`src/design/alkr_pkg.sv`:
```
// shared constants and types of the anti-aliased line kernel rasterizer
// no dependencies; used by the interfaces, the top level and the checker
`timescale 1ns / 1ps

package alkr_pkg;

    // kernel size limit and step limit of the main loop
    localparam int MAX_KERNEL = 16;
    localparam int MAX_STEPS  = MAX_KERNEL - 1;
    localparam int STEP_W     = $clog2(MAX_STEPS + 1);

    // field widths
    localparam int IN_W      = 12;
    localparam int DIM_W     = 5;
    localparam int IDX_W     = 5;
    localparam int WGT_W     = 17;
    localparam int SUM_W     = 22;
    localparam int CFG_IDX_W = 2;

    // internal widths: absolute Q.8 coordinates, Q.16 minor positions, pixel indexes
    localparam int COORD_W = $clog2(2 ** (IN_W - 1) + (MAX_KERNEL / 2) * 256) + 1;
    localparam int POS_W   = COORD_W + 10;
    localparam int PIX_W   = POS_W - 15;
    localparam int G_W     = 18;
    localparam int MUL_B_W = 10;
    localparam int PROD_W  = G_W + MUL_B_W;

    // gradient divider: one quotient bit per cycle, bits 16 down to 0
    localparam int DIV_STEPS = 17;
    localparam int DIV_CNT_W = $clog2(DIV_STEPS);

    // one in Q1.16
    localparam logic [WGT_W-1:0] ONE_Q16 = WGT_W'(65536);

    // register indexes
    typedef logic [CFG_IDX_W-1:0] t_cfg_idx;
    localparam t_cfg_idx REG_KERNEL_WIDTH  = t_cfg_idx'(0);
    localparam t_cfg_idx REG_KERNEL_HEIGHT = t_cfg_idx'(1);

    typedef logic signed [COORD_W-1:0] t_coord;
    typedef logic signed [COORD_W:0]   t_coord_wide;
    typedef logic signed [POS_W-1:0]   t_pos;
    typedef logic signed [PIX_W-1:0]   t_pix;
    typedef logic signed [G_W-1:0]     t_grad;

endpackage

```
`src/design/alkr_if.sv`:
```
// handshake channels of the line rasterizer: line input, pixel output, config write
// depends on alkr_pkg
`timescale 1ns / 1ps

interface alkr_line_if;
    import alkr_pkg::*;
    logic                   valid;
    logic                   ready;
    logic signed [IN_W-1:0] start_x;
    logic signed [IN_W-1:0] start_y;
    logic signed [IN_W-1:0] end_x;
    logic signed [IN_W-1:0] end_y;
    modport source (output valid, start_x, start_y, end_x, end_y, input ready);
    modport sink   (input valid, start_x, start_y, end_x, end_y, output ready);
endinterface

interface alkr_pix_if;
    import alkr_pkg::*;
    logic             valid;
    logic             ready;
    logic [IDX_W-1:0] pixel_row;
    logic [IDX_W-1:0] pixel_col;
    logic [WGT_W-1:0] coverage;
    logic             outside;
    logic [SUM_W-1:0] weight_sum;
    logic             last;
    modport source (output valid, pixel_row, pixel_col, coverage, outside, weight_sum, last,
                    input ready);
    modport sink   (input valid, pixel_row, pixel_col, coverage, outside, weight_sum, last,
                    output ready);
endinterface

interface alkr_cfg_if;
    import alkr_pkg::*;
    logic                 valid;
    logic                 ready;
    logic [CFG_IDX_W-1:0] index;
    logic [DIM_W-1:0]     data;
    modport source (output valid, index, data, input ready);
    modport sink   (input valid, index, data, output ready);
endinterface

```
`src/design/antialiased_line_kernel_raster.sv`:
```
// top level of the anti-aliased line kernel rasterizer: sequencer, divider, multiplier
// depends on alkr_pkg and the channel interfaces in alkr_if.sv
`timescale 1ns / 1ps

// Rasterizes one motion-blur line per input word with Xiaolin Wu anti-aliasing and
// emits the kernel writes as output words: the two pixels of the start endpoint, the
// two of the end endpoint, then two per major-axis step, at most MAX_KERNEL-1 steps.
// Outside cells come with the outside flag and row and column zero; weight_sum on the
// word flagged last is the total to normalize by. A line passes through setup (orient,
// swap, divider init), the bit-serial gradient divider, a state that forms the gradient,
// the shared multiplier for each endpoint, and then the main loop; an output stall
// holds the sequencer in its emit state until the word is taken. The line input is
// ready only between lines; the final word may still wait in the output register
// while the next line is taken.
// Configuration writes are taken at any time and apply to the next line.
module antialiased_line_kernel_raster (
    input logic     i_clk,
    input logic     i_rst_n,
    alkr_line_if.sink   i_line,
    alkr_pix_if.source  o_pix,
    alkr_cfg_if.sink    i_cfg
);
    import alkr_pkg::*;

    typedef enum logic [3:0] {
        S_IDLE, S_ORIENT, S_SWAP, S_DIV_INIT, S_DIV, S_GRAD,
        S_MUL_G, S_POS, S_MUL_W0, S_EMIT_E0, S_MUL_W1, S_EMIT_E1,
        S_MAIN0, S_MAIN1
    } t_state;

    t_state r_state;

    // configuration
    logic [DIM_W-1:0] r_kw, r_kh;

    // line geometry
    t_coord r_x0, r_y0, r_x1, r_y1;
    t_coord r_a0, r_b0, r_a1, r_b1;
    logic   r_steep;
    logic [DIM_W-1:0] r_w, r_h;

    // divider
    logic [COORD_W-1:0]   r_da;
    logic [COORD_W:0]     r_rem;
    logic [WGT_W-1:0]     r_q;
    logic                 r_neg;
    logic [DIV_CNT_W-1:0] r_cnt;
    t_grad                r_g;

    // endpoint and main loop
    logic                      r_ep;
    t_pix                      r_ep_m;
    logic [8:0]                r_gap;
    logic signed [PROD_W-1:0]  r_prod;
    t_pos                      r_pos;
    t_pos                      r_inter;
    t_pix                      r_m;
    logic [STEP_W-1:0]         r_steps;
    logic [SUM_W-1:0]          r_sum;

    // output register
    logic             r_out_valid;
    logic [IDX_W-1:0] r_out_row, r_out_col;
    logic [WGT_W-1:0] r_out_cov;
    logic             r_out_outside;
    logic [SUM_W-1:0] r_out_sum;
    logic             r_out_last;

    function automatic logic [DIM_W-1:0] clamp_dim(input logic [DIM_W-1:0] v);
        logic [DIM_W-1:0] res;
        if (v == '0) begin
            res = DIM_W'(1);
        end else if (v > DIM_W'(MAX_KERNEL)) begin
            res = DIM_W'(MAX_KERNEL);
        end else begin
            res = v;
        end
        return res;
    endfunction

    // kernel centers in Q.8 for the line being accepted
    logic [DIM_W-1:0] w_cw, w_ch;
    t_coord           w_cx, w_cy;
    assign w_cw = clamp_dim(r_kw);
    assign w_ch = clamp_dim(r_kh);
    assign w_cx = t_coord'({w_cw[DIM_W-1:1], 8'h00});
    assign w_cy = t_coord'({w_ch[DIM_W-1:1], 8'h00});

    // axis deltas for the steep test
    t_coord_wide w_dx, w_dy, w_adx, w_ady;
    assign w_dx  = t_coord_wide'(r_x1) - t_coord_wide'(r_x0);
    assign w_dy  = t_coord_wide'(r_y1) - t_coord_wide'(r_y0);
    assign w_adx = (w_dx < 0) ? -w_dx : w_dx;
    assign w_ady = (w_dy < 0) ? -w_dy : w_dy;

    // major and minor deltas after ordering
    t_coord_wide w_da, w_db, w_mag;
    assign w_da  = t_coord_wide'(r_a1) - t_coord_wide'(r_a0);
    assign w_db  = t_coord_wide'(r_b1) - t_coord_wide'(r_b0);
    assign w_mag = (w_db < 0) ? -w_db : w_db;

    // divider step: compare and subtract
    logic             w_ge;
    logic [COORD_W:0] w_nrem;
    assign w_ge   = (r_rem >= {1'b0, r_da});
    assign w_nrem = w_ge ? (r_rem - {1'b0, r_da}) : r_rem;

    // endpoint operands: rounded major pixel, offset to it, and gap
    t_coord                    w_ep_a, w_ep_b;
    t_coord_wide               w_ep_sum;
    logic [7:0]                w_ep_frac;
    logic signed [MUL_B_W-1:0] w_ep_delta;
    logic [8:0]                w_ep_gap;
    t_pix                      w_ep_m;
    assign w_ep_a     = r_ep ? r_a1 : r_a0;
    assign w_ep_b     = r_ep ? r_b1 : r_b0;
    assign w_ep_sum   = t_coord_wide'(w_ep_a) + t_coord_wide'(128);
    assign w_ep_frac  = w_ep_sum[7:0];
    assign w_ep_delta = MUL_B_W'(128) - $signed({2'b00, w_ep_frac});
    assign w_ep_gap   = r_ep ? {1'b0, w_ep_frac} : (9'd256 - {1'b0, w_ep_frac});
    assign w_ep_m     = t_pix'($signed(w_ep_sum[COORD_W:8]));

    // position being emitted: integer and fraction
    logic        w_in_main;
    t_pos        w_src;
    t_pix        w_ip;
    logic [15:0] w_fp;
    assign w_in_main = (r_state == S_MAIN0) || (r_state == S_MAIN1);
    assign w_src     = w_in_main ? r_inter : r_pos;
    assign w_ip      = t_pix'($signed(w_src[POS_W-1:16]));
    assign w_fp      = w_src[15:0];

    // shared multiplier
    t_grad                     w_mul_a;
    logic signed [MUL_B_W-1:0] w_mul_b;
    logic signed [PROD_W-1:0]  w_mul_p;
    always_comb begin
        unique case (r_state)
            S_MUL_G: begin
                w_mul_a = r_g;
                w_mul_b = w_ep_delta;
            end
            S_MUL_W0: begin
                w_mul_a = t_grad'(ONE_Q16 - {1'b0, w_fp});
                w_mul_b = $signed(MUL_B_W'(r_gap));
            end
            S_MUL_W1: begin
                w_mul_a = t_grad'({1'b0, w_fp});
                w_mul_b = $signed(MUL_B_W'(r_gap));
            end
            default: begin
                w_mul_a = '0;
                w_mul_b = '0;
            end
        endcase
    end
    assign w_mul_p = w_mul_a * w_mul_b;

    // pixel being emitted
    t_pix             e_major, e_minor, e_row, e_col;
    logic [WGT_W-1:0] e_weight;
    logic             e_emit, e_outside, e_last;
    always_comb begin
        e_major  = r_ep_m;
        e_minor  = w_ip;
        e_weight = r_prod[8 +: WGT_W];
        e_emit   = 1'b0;
        e_last   = 1'b0;
        unique case (r_state)
            S_EMIT_E0: begin
                e_emit = 1'b1;
            end
            S_EMIT_E1: begin
                e_emit  = 1'b1;
                e_minor = w_ip + t_pix'(1);
                e_last  = r_ep && !(r_m < r_ep_m);
            end
            S_MAIN0: begin
                e_emit   = 1'b1;
                e_major  = r_m;
                e_weight = ONE_Q16 - {1'b0, w_fp};
            end
            S_MAIN1: begin
                e_emit   = 1'b1;
                e_major  = r_m;
                e_minor  = w_ip + t_pix'(1);
                e_weight = {1'b0, w_fp};
                e_last   = !(((r_m + t_pix'(1)) < r_ep_m) &&
                             (r_steps < STEP_W'(MAX_STEPS - 1)));
            end
            default: begin
                e_emit = 1'b0;
            end
        endcase
    end
    assign e_row     = r_steep ? e_major : e_minor;
    assign e_col     = r_steep ? e_minor : e_major;
    assign e_outside = (e_row < 0) || (e_row >= t_pix'(r_h)) ||
                       (e_col < 0) || (e_col >= t_pix'(r_w));

    // next output word
    logic             n_load;
    logic [SUM_W-1:0] n_sum;
    assign n_load = e_emit && (!r_out_valid || o_pix.ready);
    assign n_sum  = r_sum + (e_outside ? SUM_W'(0) : SUM_W'(e_weight));

    // configuration registers
    always_ff @(posedge i_clk) begin
        if (!i_rst_n) begin
            r_kw <= DIM_W'(16);
            r_kh <= DIM_W'(16);
        end else if (i_cfg.valid) begin
            if (i_cfg.index == REG_KERNEL_WIDTH) begin
                r_kw <= i_cfg.data;
            end else if (i_cfg.index == REG_KERNEL_HEIGHT) begin
                r_kh <= i_cfg.data;
            end
        end
    end

    // sequencer and output register
    always_ff @(posedge i_clk) begin
        if (!i_rst_n) begin
            r_state     <= S_IDLE;
            r_out_valid <= 1'b0;
        end else begin
            // word leaves on ready, a new one takes its place on load
            if (n_load || o_pix.ready) begin
                r_out_valid <= n_load;
            end
            if (n_load) begin
                r_out_row     <= e_outside ? '0 : e_row[IDX_W-1:0];
                r_out_col     <= e_outside ? '0 : e_col[IDX_W-1:0];
                r_out_cov     <= e_weight;
                r_out_outside <= e_outside;
                r_out_sum     <= n_sum;
                r_out_last    <= e_last;
                r_sum         <= n_sum;
            end
            unique case (r_state)
                S_IDLE: begin
                    if (i_line.valid) begin
                        r_x0    <= t_coord'(i_line.start_x) + w_cx;
                        r_y0    <= t_coord'(i_line.start_y) + w_cy;
                        r_x1    <= t_coord'(i_line.end_x) + w_cx;
                        r_y1    <= t_coord'(i_line.end_y) + w_cy;
                        r_w     <= w_cw;
                        r_h     <= w_ch;
                        r_sum   <= '0;
                        r_state <= S_ORIENT;
                    end
                end
                S_ORIENT: begin
                    r_steep <= (w_ady > w_adx);
                    if (w_ady > w_adx) begin
                        r_a0 <= r_y0;
                        r_b0 <= r_x0;
                        r_a1 <= r_y1;
                        r_b1 <= r_x1;
                    end else begin
                        r_a0 <= r_x0;
                        r_b0 <= r_y0;
                        r_a1 <= r_x1;
                        r_b1 <= r_y1;
                    end
                    r_state <= S_SWAP;
                end
                S_SWAP: begin
                    if (r_a0 > r_a1) begin
                        r_a0 <= r_a1;
                        r_a1 <= r_a0;
                        r_b0 <= r_b1;
                        r_b1 <= r_b0;
                    end
                    r_state <= S_DIV_INIT;
                end
                S_DIV_INIT: begin
                    r_da    <= w_da[COORD_W-1:0];
                    r_neg   <= (w_db < 0);
                    r_rem   <= {1'b0, w_mag[COORD_W-1:0]};
                    r_q     <= '0;
                    r_cnt   <= '0;
                    r_state <= S_DIV;
                end
                S_DIV: begin
                    r_q   <= {r_q[WGT_W-2:0], w_ge};
                    r_rem <= {w_nrem[COORD_W-1:0], 1'b0};
                    r_cnt <= r_cnt + DIV_CNT_W'(1);
                    if (r_cnt == DIV_CNT_W'(DIV_STEPS - 1)) begin
                        r_state <= S_GRAD;
                    end
                end
                S_GRAD: begin
                    // a point line counts as gradient one
                    if (r_da == '0) begin
                        r_g <= t_grad'(ONE_Q16);
                    end else if (r_neg) begin
                        r_g <= -t_grad'({1'b0, r_q});
                    end else begin
                        r_g <= t_grad'({1'b0, r_q});
                    end
                    r_ep    <= 1'b0;
                    r_state <= S_MUL_G;
                end
                S_MUL_G: begin
                    r_prod  <= w_mul_p;
                    r_ep_m  <= w_ep_m;
                    r_gap   <= w_ep_gap;
                    r_state <= S_POS;
                end
                S_POS: begin
                    r_pos   <= (t_pos'(w_ep_b) <<< 8) + t_pos'(r_prod >>> 8);
                    r_state <= S_MUL_W0;
                end
                S_MUL_W0: begin
                    r_prod  <= w_mul_p;
                    r_state <= S_EMIT_E0;
                end
                S_EMIT_E0: begin
                    if (n_load) begin
                        r_state <= S_MUL_W1;
                    end
                end
                S_MUL_W1: begin
                    r_prod  <= w_mul_p;
                    r_state <= S_EMIT_E1;
                end
                S_EMIT_E1: begin
                    if (n_load) begin
                        if (!r_ep) begin
                            r_ep    <= 1'b1;
                            r_m     <= r_ep_m + t_pix'(1);
                            r_inter <= r_pos + t_pos'(r_g);
                            r_steps <= '0;
                            r_state <= S_MUL_G;
                        end else if (e_last) begin
                            r_state <= S_IDLE;
                        end else begin
                            r_state <= S_MAIN0;
                        end
                    end
                end
                S_MAIN0: begin
                    if (n_load) begin
                        r_state <= S_MAIN1;
                    end
                end
                S_MAIN1: begin
                    if (n_load) begin
                        r_inter <= r_inter + t_pos'(r_g);
                        r_m     <= r_m + t_pix'(1);
                        r_steps <= r_steps + STEP_W'(1);
                        r_state <= e_last ? S_IDLE : S_MAIN0;
                    end
                end
                default: begin
                    r_state <= S_IDLE;
                end
            endcase
        end
    end

    // handshakes and output word
    assign i_line.ready     = (r_state == S_IDLE);
    assign i_cfg.ready      = 1'b1;
    assign o_pix.valid      = r_out_valid;
    assign o_pix.pixel_row  = r_out_row;
    assign o_pix.pixel_col  = r_out_col;
    assign o_pix.coverage   = r_out_cov;
    assign o_pix.outside    = r_out_outside;
    assign o_pix.weight_sum = r_out_sum;
    assign o_pix.last       = r_out_last;

endmodule

```
`src/flat_wrapper.sv`:
```
// flat-port wrapper written by rule: the top's interface ports become plain ports
module antialiased_line_kernel_raster_flat import alkr_pkg::*;
  (i_clk, i_rst_n, i_line_valid, i_line_start_x, i_line_start_y, i_line_end_x, i_line_end_y, i_line_ready, o_pix_valid, o_pix_pixel_row, o_pix_pixel_col, o_pix_coverage, o_pix_outside, o_pix_weight_sum, o_pix_last, o_pix_ready, i_cfg_valid, i_cfg_index, i_cfg_data, i_cfg_ready);
  alkr_line_if i_line_i ();
  alkr_pix_if o_pix_i ();
  alkr_cfg_if i_cfg_i ();
  input logic i_clk;
  input logic i_rst_n;
  input wire logic [$bits(i_line_i.valid)-1:0] i_line_valid;
  input wire logic [$bits(i_line_i.start_x)-1:0] i_line_start_x;
  input wire logic [$bits(i_line_i.start_y)-1:0] i_line_start_y;
  input wire logic [$bits(i_line_i.end_x)-1:0] i_line_end_x;
  input wire logic [$bits(i_line_i.end_y)-1:0] i_line_end_y;
  output wire logic [$bits(i_line_i.ready)-1:0] i_line_ready;
  output wire logic [$bits(o_pix_i.valid)-1:0] o_pix_valid;
  output wire logic [$bits(o_pix_i.pixel_row)-1:0] o_pix_pixel_row;
  output wire logic [$bits(o_pix_i.pixel_col)-1:0] o_pix_pixel_col;
  output wire logic [$bits(o_pix_i.coverage)-1:0] o_pix_coverage;
  output wire logic [$bits(o_pix_i.outside)-1:0] o_pix_outside;
  output wire logic [$bits(o_pix_i.weight_sum)-1:0] o_pix_weight_sum;
  output wire logic [$bits(o_pix_i.last)-1:0] o_pix_last;
  input wire logic [$bits(o_pix_i.ready)-1:0] o_pix_ready;
  input wire logic [$bits(i_cfg_i.valid)-1:0] i_cfg_valid;
  input wire logic [$bits(i_cfg_i.index)-1:0] i_cfg_index;
  input wire logic [$bits(i_cfg_i.data)-1:0] i_cfg_data;
  output wire logic [$bits(i_cfg_i.ready)-1:0] i_cfg_ready;
  assign i_line_i.valid = i_line_valid;
  assign i_line_i.start_x = i_line_start_x;
  assign i_line_i.start_y = i_line_start_y;
  assign i_line_i.end_x = i_line_end_x;
  assign i_line_i.end_y = i_line_end_y;
  assign i_line_ready = i_line_i.ready;
  assign o_pix_valid = o_pix_i.valid;
  assign o_pix_pixel_row = o_pix_i.pixel_row;
  assign o_pix_pixel_col = o_pix_i.pixel_col;
  assign o_pix_coverage = o_pix_i.coverage;
  assign o_pix_outside = o_pix_i.outside;
  assign o_pix_weight_sum = o_pix_i.weight_sum;
  assign o_pix_last = o_pix_i.last;
  assign o_pix_i.ready = o_pix_ready;
  assign i_cfg_i.valid = i_cfg_valid;
  assign i_cfg_i.index = i_cfg_index;
  assign i_cfg_i.data = i_cfg_data;
  assign i_cfg_ready = i_cfg_i.ready;
  antialiased_line_kernel_raster u_core (.i_clk(i_clk), .i_rst_n(i_rst_n), .i_line(i_line_i), .o_pix(o_pix_i), .i_cfg(i_cfg_i));
endmodule
```
`config.mk`:
```
export PLATFORM = sky130hd
export DESIGN_NAME = antialiased_line_kernel_raster_flat
export DESIGN_NICKNAME = d
export VERILOG_FILES = /design/src/design/alkr_pkg.sv /design/src/design/alkr_if.sv /design/src/design/antialiased_line_kernel_raster.sv /design/src/flat_wrapper.sv
export SDC_FILE = /design/constraint.sdc
export NUM_CORES = 1
export LEC_CHECK = 0
export BUFFER_PORTS_ARGS = -buffer_cell sky130_fd_sc_hd__buf_2
export CORE_ASPECT_RATIO = 1.5
export CORE_MARGIN = 10
export CORE_UTILIZATION = 40
export DETAILED_ROUTE_END_ITERATION = 10
export HOLD_SLACK_MARGIN = 0.15
export SKIP_LAST_GASP = 1
export SLEW_MARGIN = 20
export SYNTH_ARGS = -nofsm -noshare
export SYNTH_HDL_FRONTEND = slang
export SYNTH_SLANG_ARGS = --single-unit
```
`constraint.sdc`:
```
create_clock -name i_clk -period 12.4 [get_ports i_clk]
set_clock_uncertainty 0.05 [all_clocks]
set_input_delay 3.1 -clock i_clk [delete_from_list [all_inputs] [get_ports i_clk]]
set_output_delay 3.1 -clock i_clk [all_outputs]
set_load 0.02 [all_outputs]
```
; ---- After elaboration in Yosys (flattened, before gate mapping)
; Index checks and enable logic that the tools add are counted.
; Widths: inputs -> output; s select.
[op_classes]
eq_ne = 23
mul = 1
n_bitwise = 2
muxes = 64
order_cmp = 15
n_reduce_logical = 42
n_addsub = 27
[ops]
columns = op, n
row1 = $mux 13, 12
row2 = $pmux 13 s2, 4
row3 = $mux 23, 4
row4 = $pmux 17 s2, 2
row5 = $mux 22, 3
row6 = $mux 8, 8
row7 = $pmux 4 s14, 1
row8 = $pmux 18 s3, 1
row9 = $add 12x13->13, 4
row10 = $add 23x18->23, 2
row11 = $pmux 23 s2, 1
row12 = $mux 4, 11
row13 = $lt 14x1->1 const B, 3
row14 = $sub 13x13->14, 3
row15 = $mux 17, 2
row16 = $mul 18x10->28, 1
row17 = $mux 14, 2
row18 = $neg 14->14, 2
row19 = $pmux 14 s2, 1
row20 = $sub 13x13->13, 2
row21 = $eq 4x4->1 const B, 6
row22 = $add 21x20->22, 1
row23 = $add 22x22->22, 1
row24 = $mux 5, 4
row25 = 49 further kinds, 93
[word_totals]
ff_bits = 373
out_inout_bits = 54
word_cells = 214
input_bits = 60

; ---- Longest topological paths before layout
; Gate-level depths: netlist of the first run.
[depth]
word_depth = 15
mapped_depth = 32
mapped_depth_nobuf = 29

; ---- Worst setup path after synthesis of the first run
; Ideal clock, no wire load.
[synth_timing]
kind = register -> register
startpoint = reg u_core.r_ep
endpoint = reg u_core.r_prod[27], data pin
n_path_buf = 4
period_less_slack_ns = 7.750
arrival_time_ns = 7.440
setup_time_ns = 0.260
stages_incl_launch_ff = 30
required_time_ns = 12.090
setup_slack_ns = 4.650
cell_sequence = edfxtp_1 > buf_2 > buf_1 > mux2i_1 > ha_1 > nand3_1 > nor3_1 > nand2_1 > and3_1 > clkbuf_1 > inv_1 > buf_1 > nor2_1 > fa_1 > fa_1 > fa_1 > fa_1 > inv_1 > fa_1 > inv_1 > ha_1 > and2_1 > a221o_1 > a21o_1 > a21o_1 > a221o_1 > o21a_1 > a21oi_1 > o21bai_1 > xnor2_1
[synth_via]
elab_chain_cells = 5
[synth_lines]
columns = item, line_no
row1 = start: declaration, antialiased_line_kernel_raster.sv:51  ; logic r_ep;
row2 = start signal: assignment, antialiased_line_kernel_raster.sv:302  ; r_ep <= 1'b0;
row3 = start signal: assignment, antialiased_line_kernel_raster.sv:331  ; r_ep <= 1'b1;
row4 = $mux 13, antialiased_line_kernel_raster.sv:115  ; assign w_ep_a = r_ep ? r_a1 : r_a0;
row5 = $add 13x9->14, antialiased_line_kernel_raster.sv:117  ; assign w_ep_sum = t_coord_wide'(w_ep_a) + t_coord_wide'(128);
row6 = $sub 8x8->9, antialiased_line_kernel_raster.sv:119  ; assign w_ep_delta = MUL_B_W'(128) - $signed({2'b00, w_ep_frac});
row7 = $pmux 10 s2, antialiased_line_kernel_raster.sv:138  ; unique case (r_state)
row8 = $mul 18x10->28, antialiased_line_kernel_raster.sv:157  ; assign w_mul_p = w_mul_a * w_mul_b;
row9 = net u_core.w_mul_p[27], antialiased_line_kernel_raster.sv:136  ; logic signed [PROD_W-1:0] w_mul_p;
row10 = end signal: assignment, antialiased_line_kernel_raster.sv:306  ; r_prod <= w_mul_p;
row11 = end signal: assignment, antialiased_line_kernel_raster.sv:316  ; r_prod <= w_mul_p;
row12 = end signal: assignment, antialiased_line_kernel_raster.sv:325  ; r_prod <= w_mul_p;
row13 = end: declaration, antialiased_line_kernel_raster.sv:54  ; logic signed [PROD_W-1:0] r_prod;
; The timed path passes the listed nets, and every way through them passes these cells.
; A chain may end at the register's enable or synchronous reset.

; ---- Final worst setup path of the first run
[layout_timing]
startpoint = reg u_core.r_state[3]
endpoint = reg u_core.r_prod[27], data pin
[layout_via]
elab_chain_cells = 6
word_cells_on_any_way = 12
classes_between = add/sub: 1 / mul: 1 / eq/ne: 5 / mux: 3 / reduce/logical: 2
[layout_lines]
columns = item, line_no
row1 = start: declaration, antialiased_line_kernel_raster.sv:31  ; t_state r_state;
row2 = start signal: assignment, antialiased_line_kernel_raster.sv:353  ; r_state <= e_last ? S_IDLE : S_MAIN0;
row3 = $eq 4x4->1, antialiased_line_kernel_raster.sv:128  ; assign w_in_main = (r_state == S_MAIN0) || (r_state == S_MAIN1);
row4 = $logic_or 1x1->1, antialiased_line_kernel_raster.sv:128
row5 = $mux 23, antialiased_line_kernel_raster.sv:129  ; assign w_src = w_in_main ? r_inter : r_pos;
row6 = $sub 17x16->18, antialiased_line_kernel_raster.sv:144  ; w_mul_a = t_grad'(ONE_Q16 - {1'b0, w_fp});
row7 = $pmux 18 s3, antialiased_line_kernel_raster.sv:138
row8 = $mul 18x10->28 *, antialiased_line_kernel_raster.sv:157
row9 = net u_core.w_mul_p[27], antialiased_line_kernel_raster.sv:136
; Mark *: on every way through the listed nets, which the timed path passes. The rest lies on a longest branch.

==> metrics.yaml, run 1 <==
placement:
  io_buffer_count: 112
  dpl.hpwl_um: 65130
  gp_congestion: 0.9213
sta:
  fmax_mhz: 110.3
  rsz0062_at_grt: "false"
  relSlewSlack_pct: 25.06
  setup_violations: 0
  worstMarginPinSlew_ps: 1124
  hold_viol_final: 0
  slew_viol_final: 0
  fin_setup_tns_ps: 0
  finalCritPeriodShare_pct: 73.08
  finalCriticalPeriod_ps: 9063
synthesis:
  ys_warn_count: 0
  synth_flop_cell: "edfxtp_1"
  yosysTopAreaCell: "edfxtp_1"
  synth.avg_cell_area_um2: 9.779
  synthArstFlopShare_pct: 0
  synth_cell_type_count: 84
  synth_edf_count: 349
  yosysSeqAreaShare_pct: 35.38
  synthCells: 3116
  synth-seq-cells: 364
  synth_fp_nets: 3587
  synth_top_area_share_pct: 34.39
  synth_area_mm2: 0.03047
  synthTopCellsByArea: "edfxtp_1 (34%), fa_1 (11%), ha_1 (10%)"
power:
  ir_drop_uv: 183.3
  fin_total_pwr_mw: 4.196
  p_per_area_mw_per_mm2: 124.7
  leakagePower_nw: 14.15
cells_and_area:
  seq_area_mm2: 0.01078
  final_common_cell: "inv_1"
  drive_gt1_share_pct: 9.130
  finalNetCount: 3679
  area_delta_synth_final_pct: 10.45
  fillers: 7274
  num_antenna_cells: 0
  multi_input_area_mm2: 0.01803
  mostFrequentLayoutCells: "inv_1 (364), edfxtp_1 (349), nand2_1 (307)"
critical_path:
  cp_slowest_stage_delay_ps: 560
  rr_worst_depth: 28
  crit_path_start_kind: "flip-flop"
  worstPathArrival_ps: 9350
  crit_path_end_kind: "flip-flop"
  timing.critical_path.from: "u_core.r_state[3]$_SDFFE_PN0P_"
  path_class: "flip-flop to flip-flop"
  r2r-end: "u_core.r_prod[27]$_DFFE_PP_"
  crit_path_max_fanout: 60
  crit_required_ps: 12680
  r2r_setup_slack_ps: 3340
  rr_startpoint: "u_core.r_state[3]$_SDFFE_PN0P_"
  cpMostUsedCell: "fa_1"
  critPathSlowestCell: "buf_4"
clock_network:
  clock_path_buffers: 3
  cts_resized: 0
  cts_made_buffers: 42
  path_clk_slew_ps: 60
  cts_tree: "yes"
  ctsRootBufferMaster: "clkbuf_16"
  cts_sinks: 364
  cts.htree.levels: 2
  clk_latency_ps: 600
  hold_buffers: 0
  post_cts_buffers: 0
detailed_routing:
  vias_per_cell: 5.319
  ant_nets: 0
  num_vias: 22560
  drtIter0Drc: 1127
  routed_wirelength_um: 81080
  drc_errors: 0
  first_pass_iters: 5
  wire_per_inst_um: 19.11
floorplanning:
  design.core.area_mm2: 0.07526
  rows: 123
  initial_core_util_pct: 40.49
  dieArea_mm2: 0.08785
  io_pins: 114
  dieWidth_um: 245.4
  die_h_um: 358.0
grt:
  grt_use_total_pct: 18.56
  grt_max_degree: 106
  grt.overflow.total: 0
  grt_pass1_vias: 23720
  grt_first_pass_wirelength_um: 128800
  antenna_found_initial: 1
  grt_busiest_layer: "met2"
  grt_use_met2_pct: 35.21
  grt_use_met1_pct: 19.68
  grt_util_met3_pct: 2.762
hold_path:
  hold_class: "flip-flop to flip-flop"
  worstHoldPathCells: 0
  hold_path.startpoint: "u_core.r_prod[14]$_DFFE_PP_"
  holdPathEnd: "u_core.r_pos[6]$_DFFE_PP_"
outcome:
  status: "completed"
run:
  max_cap_viol_count: 0
[logic make-up (layout without fill, tap and decap cells)]
logic type	after synthesis	after routing	synth area share, %
other	1	1	0.01231
adders and majority gates	411	411	20.97
muxes	158	158	5.330
AOI/OAI and AO/OA	542	542	11.37
DFF	364	364	35.38
buffers and inverters	469	595	5.851
and+or+nand+nor	939	939	14.40
xor gates and xnor gates	232	232	6.693
[where the power goes]
| part | leakage (nW) | internal, mW | total, mW | switching, mW |
|---|---|---|---|---|
| registers | 3.33 | 1.52 | 1.58 | 0.0675 |
| logic | 10.2 | 0.588 | 1.37 | 0.785 |
| clock network | 0.660 | 0.696 | 1.24 | 0.542 |
[layer usage]
layer	part of all wire (%)	vias to the layer above
li1	-	10960
met1	38	10970
met2	53	472
met3	4.1	160
met4	4.9	2
met5	0.014	-
[registers in the layout, indices dropped and copies added (netlist names), 14 cells and up]
name / flops
u_core.r_prod: 20
u_core.r_g: 18
u_core.r_rem: 14
u_core.r_q: 17
u_core.r_sum: 22
u_core.r_inter: 23
u_core.o_pix.coverage: 17
u_core.r_pos: 22
u_core.o_pix.weight_sum: 22
[worst max-delay path, delay by kind of cell, from the launching register on]
family	cells	cell delay (ps)
compound gates	9	2230
xor+xnor	2	290
fa+ha+maj	6	3070
buf+inv	4	910
flops	1	300
mux	1	450
simple gates	6	1410
[worst max path at each step]
stage | cells after the start | slack [ps] | to
after floorplan | 29 | 4650 | u_core.r_prod[27]$_DFFE_PP_
after global placement | 29 | 3630 | u_core.r_prod[27]$_DFFE_PP_
final | 28 | 3340 | u_core.r_prod[27]$_DFFE_PP_
after detailed placement | 28 | 3450 | u_core.r_prod[27]$_DFFE_PP_
after global routing | 28 | 2920 | u_core.r_prod[27]$_DFFE_PP_
after CTS | 28 | 3420 | u_core.r_prod[27]$_DFFE_PP_
[area by class of cell]
| class | count | area share, % |
|---|---|---|
| clock buffer | 52 | 3.454 |
| sequential | 364 | 32.03 |
| timing repair buffer | 151 | 2.535 |
| inverter | 366 | 4.082 |
| clock inverter | 26 | 0.6059 |
| tap | 1000 | 3.717 |
| multi-input combinational | 2283 | 53.58 |
[Yosys cell counts (15+ instances only)]
cell      instances
a211oi_1         18
a21o_1           42
a21oi_1         129
a22o_1           17
a31oi_1          20
and2_1           18
and3_1           27
buf_1            17
clkbuf_1         72
dfxtp_1          15
edfxtp_1        349
fa_1            166
ha_1            245
inv_1           364
mux2_2           31
mux2i_1         126
nand2_1         307
nand2b_1         34
nand3_1          47
nor2_1          269
nor2b_1          68
nor3_1           65
nor4_1           23
o211ai_1         15
o21a_1           23
o21ai_0         162
o31ai_1          15
or2_2            15
xnor2_1         162
xor2_1           69
[through the flow]
stage                     setup WS (ps)  hold slack [ps]  cells  area, µm²  util (%)
final                              3338            436.9   4242      33660     44.72
after CTS                          3416            435.8   4242      33650     44.72
after detailed placement           3452            432.6   4164      32290     42.90
after global routing               2920            440.3   4242      33660     44.72
after floorplan                    4650            376.2   3116      30470         -
after global placement             3627            412.1   4164      32290     42.90
Power figures use the tool's default switching activity.
==> run 2, diff against run 1 <==
- clock period: 12.4 -> 8.9 ns (I/O delays scaled with it)
==> run 2 against run 1 <==
Compared with the run above: sequential cell count unchanged; first-iteration DRC count is 3.2% higher; routed wire length decreased by 0.83%; highest routed layer unchanged; critical path type unchanged.
==> metrics.yaml, run 2 (synthesis gave the netlist of run 1 again) <==
clock_network:
  ctsRootBufferMaster: "clkbuf_16"  # unchanged
  cts_made_buffers: 41  # was 42
  path_clk_slew_ps: 60  # about the same
  clock_path_buffers: 3  # unchanged
  hold_buffers: 0  # unchanged
  cts_resized: 0  # unchanged
  cts_tree: "yes"  # unchanged
  post_cts_buffers: 0  # unchanged
  cts.htree.levels: 2  # unchanged
  clk_latency_ps: 580  # was 600 ps
  cts_sinks: 364  # unchanged
critical_path:
  r2r-end: "u_core.r_prod[27]$_DFFE_PP_"  # unchanged
  crit_path_end_kind: "flip-flop"  # unchanged
  r2r_setup_slack_ps: 440  # was 3340 ps
  worstPathArrival_ps: 8710  # was 9350 ps
  cpMostUsedCell: "fa_1"  # unchanged
  path_class: "flip-flop to flip-flop"  # unchanged
  endpoint: "u_core.r_prod[27]$_DFFE_PP_"  # unchanged
  timing.critical_path.from: "u_core.r_ep$_DFFE_PP_"  # was u_core.r_state[3]$_SDFFE_PN0P_
  crit_required_ps: 9150  # was 12,680 ps
  crit_path_start_kind: "flip-flop"  # unchanged
  rr_startpoint: "u_core.r_ep$_DFFE_PP_"  # was u_core.r_state[3]$_SDFFE_PN0P_
  rr_worst_depth: 28  # unchanged
  cp_slowest_stage_delay_ps: 700  # was 560 ps
  critPathSlowestCell: "edfxtp_1"  # was buf_4
  crit_path_max_fanout: 15  # was 60
placement:
  dp_slack_ps: 460.6  # was 3452 ps
  io_buffer_count: 112  # unchanged
  placed_area_mm2: 0.03239  # was 0.03229 mm²
  placed_cells: 4178  # was 4,164
  dpl.hpwl_um: 65050  # was 65,130 µm
  gp_congestion: 0.8901  # was 0.9213
grt:
  grt_first_pass_wirelength_um: 127600  # was 128,800 µm
  grt_max_degree: 106  # unchanged
  antenna_found_initial: 1  # unchanged
  grt_use_total_pct: 18.35  # was 18.56%
  grt.overflow.total: 0  # unchanged
  grt_pass1_vias: 23520  # was 23,720
sta:
  post-route-worst-setup-slack_ps: 441.1  # was 3338 ps
  rsz0062_at_grt: "false"  # unchanged
  fmax_mhz: 118.2  # was 110.3 MHz
  finalCriticalPeriod_ps: 8459  # was 9063 ps
  fin_setup_tns_ps: 0  # unchanged
  worstMarginPinSlew_ps: 1071  # was 1124 ps
  hold_ws_ps: 408.8  # was 436.9 ps
  relSlewSlack_pct: 27.94  # was 25.06%
  setup_violations: 0  # unchanged
  hold_viol_final: 0  # unchanged
  finalCritPeriodShare_pct: 95.04  # was 73.08%
  slew_viol_final: 0  # unchanged
power:
  fin_total_pwr_mw: 5.874  # was 4.196 mW
  p_per_area_mw_per_mm2: 174.0  # was 124.7 mW/mm²
  ir_drop_uv: 238.4  # was 183.3 µV
  leakagePower_nw: 14.24  # was 14.15 nW
detailed_routing:
  first_pass_iters: 5  # unchanged
  ant_nets: 0  # unchanged
  wl_met3_um: 3181  # was 3339 µm
  routed_wirelength_um: 80400  # was 81,080 µm
  m1WireLength_um: 30600  # was 30,640 µm
  highest_layer: "met5"  # unchanged
  wire_per_inst_um: 18.91  # was 19.11 µm
  num_vias: 22560  # about the same
  drtIter0Drc: 1163  # was 1,127
  vias_per_cell: 5.306  # was 5.319
  wl_met2_um: 43180  # was 43,090 µm
  drc_errors: 0  # unchanged
cells_and_area:
  finalNetCount: 3693  # was 3,679
  top_register: "u_core.r_inter"  # unchanged
  mostFrequentLayoutCells: "inv_1 (364), edfxtp_1 (349), nand2_1 (307)"  # unchanged
  largest_reg_flops: 23  # unchanged
  final_area_mm2: 0.03376  # was 0.03366 mm²
  drive_gt1_share_pct: 9.379  # was 9.130%
  area_delta_synth_final_pct: 10.79  # was 10.45%
  final_common_cell: "inv_1"  # unchanged
  num_antenna_cells: 0  # unchanged
  fin_util_pct: 44.86  # was 44.72%
  instances_no_fill: 4252  # was 4,242
floorplanning:
  die_h_um: 358.0  # unchanged
  rows: 123  # unchanged
  io_pins: 114  # unchanged
  dieArea_mm2: 0.08785  # unchanged
  design.core.area_mm2: 0.07526  # unchanged
  dieWidth_um: 245.4  # unchanged
  initial_core_util_pct: 40.49  # unchanged
hold_path:
  hold_class: "flip-flop to flip-flop"  # unchanged
  hold_path.startpoint: "u_core.r_prod[15]$_DFFE_PP_"  # was u_core.r_prod[14]$_DFFE_PP_
outcome:
  status: "completed"  # unchanged
run:
  max_cap_viol_count: 0  # unchanged
[run 2: changes by cell type in the layout (fill, tap and decap cells not counted), sizes merged]
cell,before,now
buf,151,165
bufinv,1,6
clkinv,19,17
clkinvlp,4,1
inv,368,364
[run 2: critical path, delay by kind of cell, from the launching register on]
family	cells	cell delay, ps
simple gates	7	1480
flops	1	700
fa+ha+maj	7	3240
buf+inv	5	580
xor+xnor	1	130
compound gates	7	1630
mux	1	360
[run 2: cell type report]
cell class	instances	area, µm²
well taps	1000	1251
flip-flops and latches	364	10780
inverters	366	1374
multi-input cells	2283	18030
fillers	7239	41490
clock buffers	51	1085
clock inverters	22	271.5
repair buffers	166	965.9
[run 2: routing by layer]
metal  vias to the layer above  GRT usage [%]
li1                      10990              -
met5                         -              0
met4                         2          7.904
met3                       154          2.561
met2                       536          35.16
met1                     10880          19.60
[run 2: worst min-delay path by stage]
stage	end	slack, ps	depth (start not counted)
detailed placement	u_core.r_pos[6]$_DFFE_PP_	420	0
global placement	u_core.r_pos[7]$_DFFE_PP_	410	0
CTS	u_core.r_pos[7]$_DFFE_PP_	420	0
finish	u_core.r_pos[7]$_DFFE_PP_	410	0
floorplan	u_core.r_pos[0]$_DFFE_PP_	380	0
global route	u_core.r_pos[7]$_DFFE_PP_	440	0
[run 2: where the power goes]
group          switching, mW  leakage, nW  internal, mW
Combinational           1.10         10.2         0.821
Clock                  0.704        0.663          1.04
Sequential            0.0980         3.33          2.11
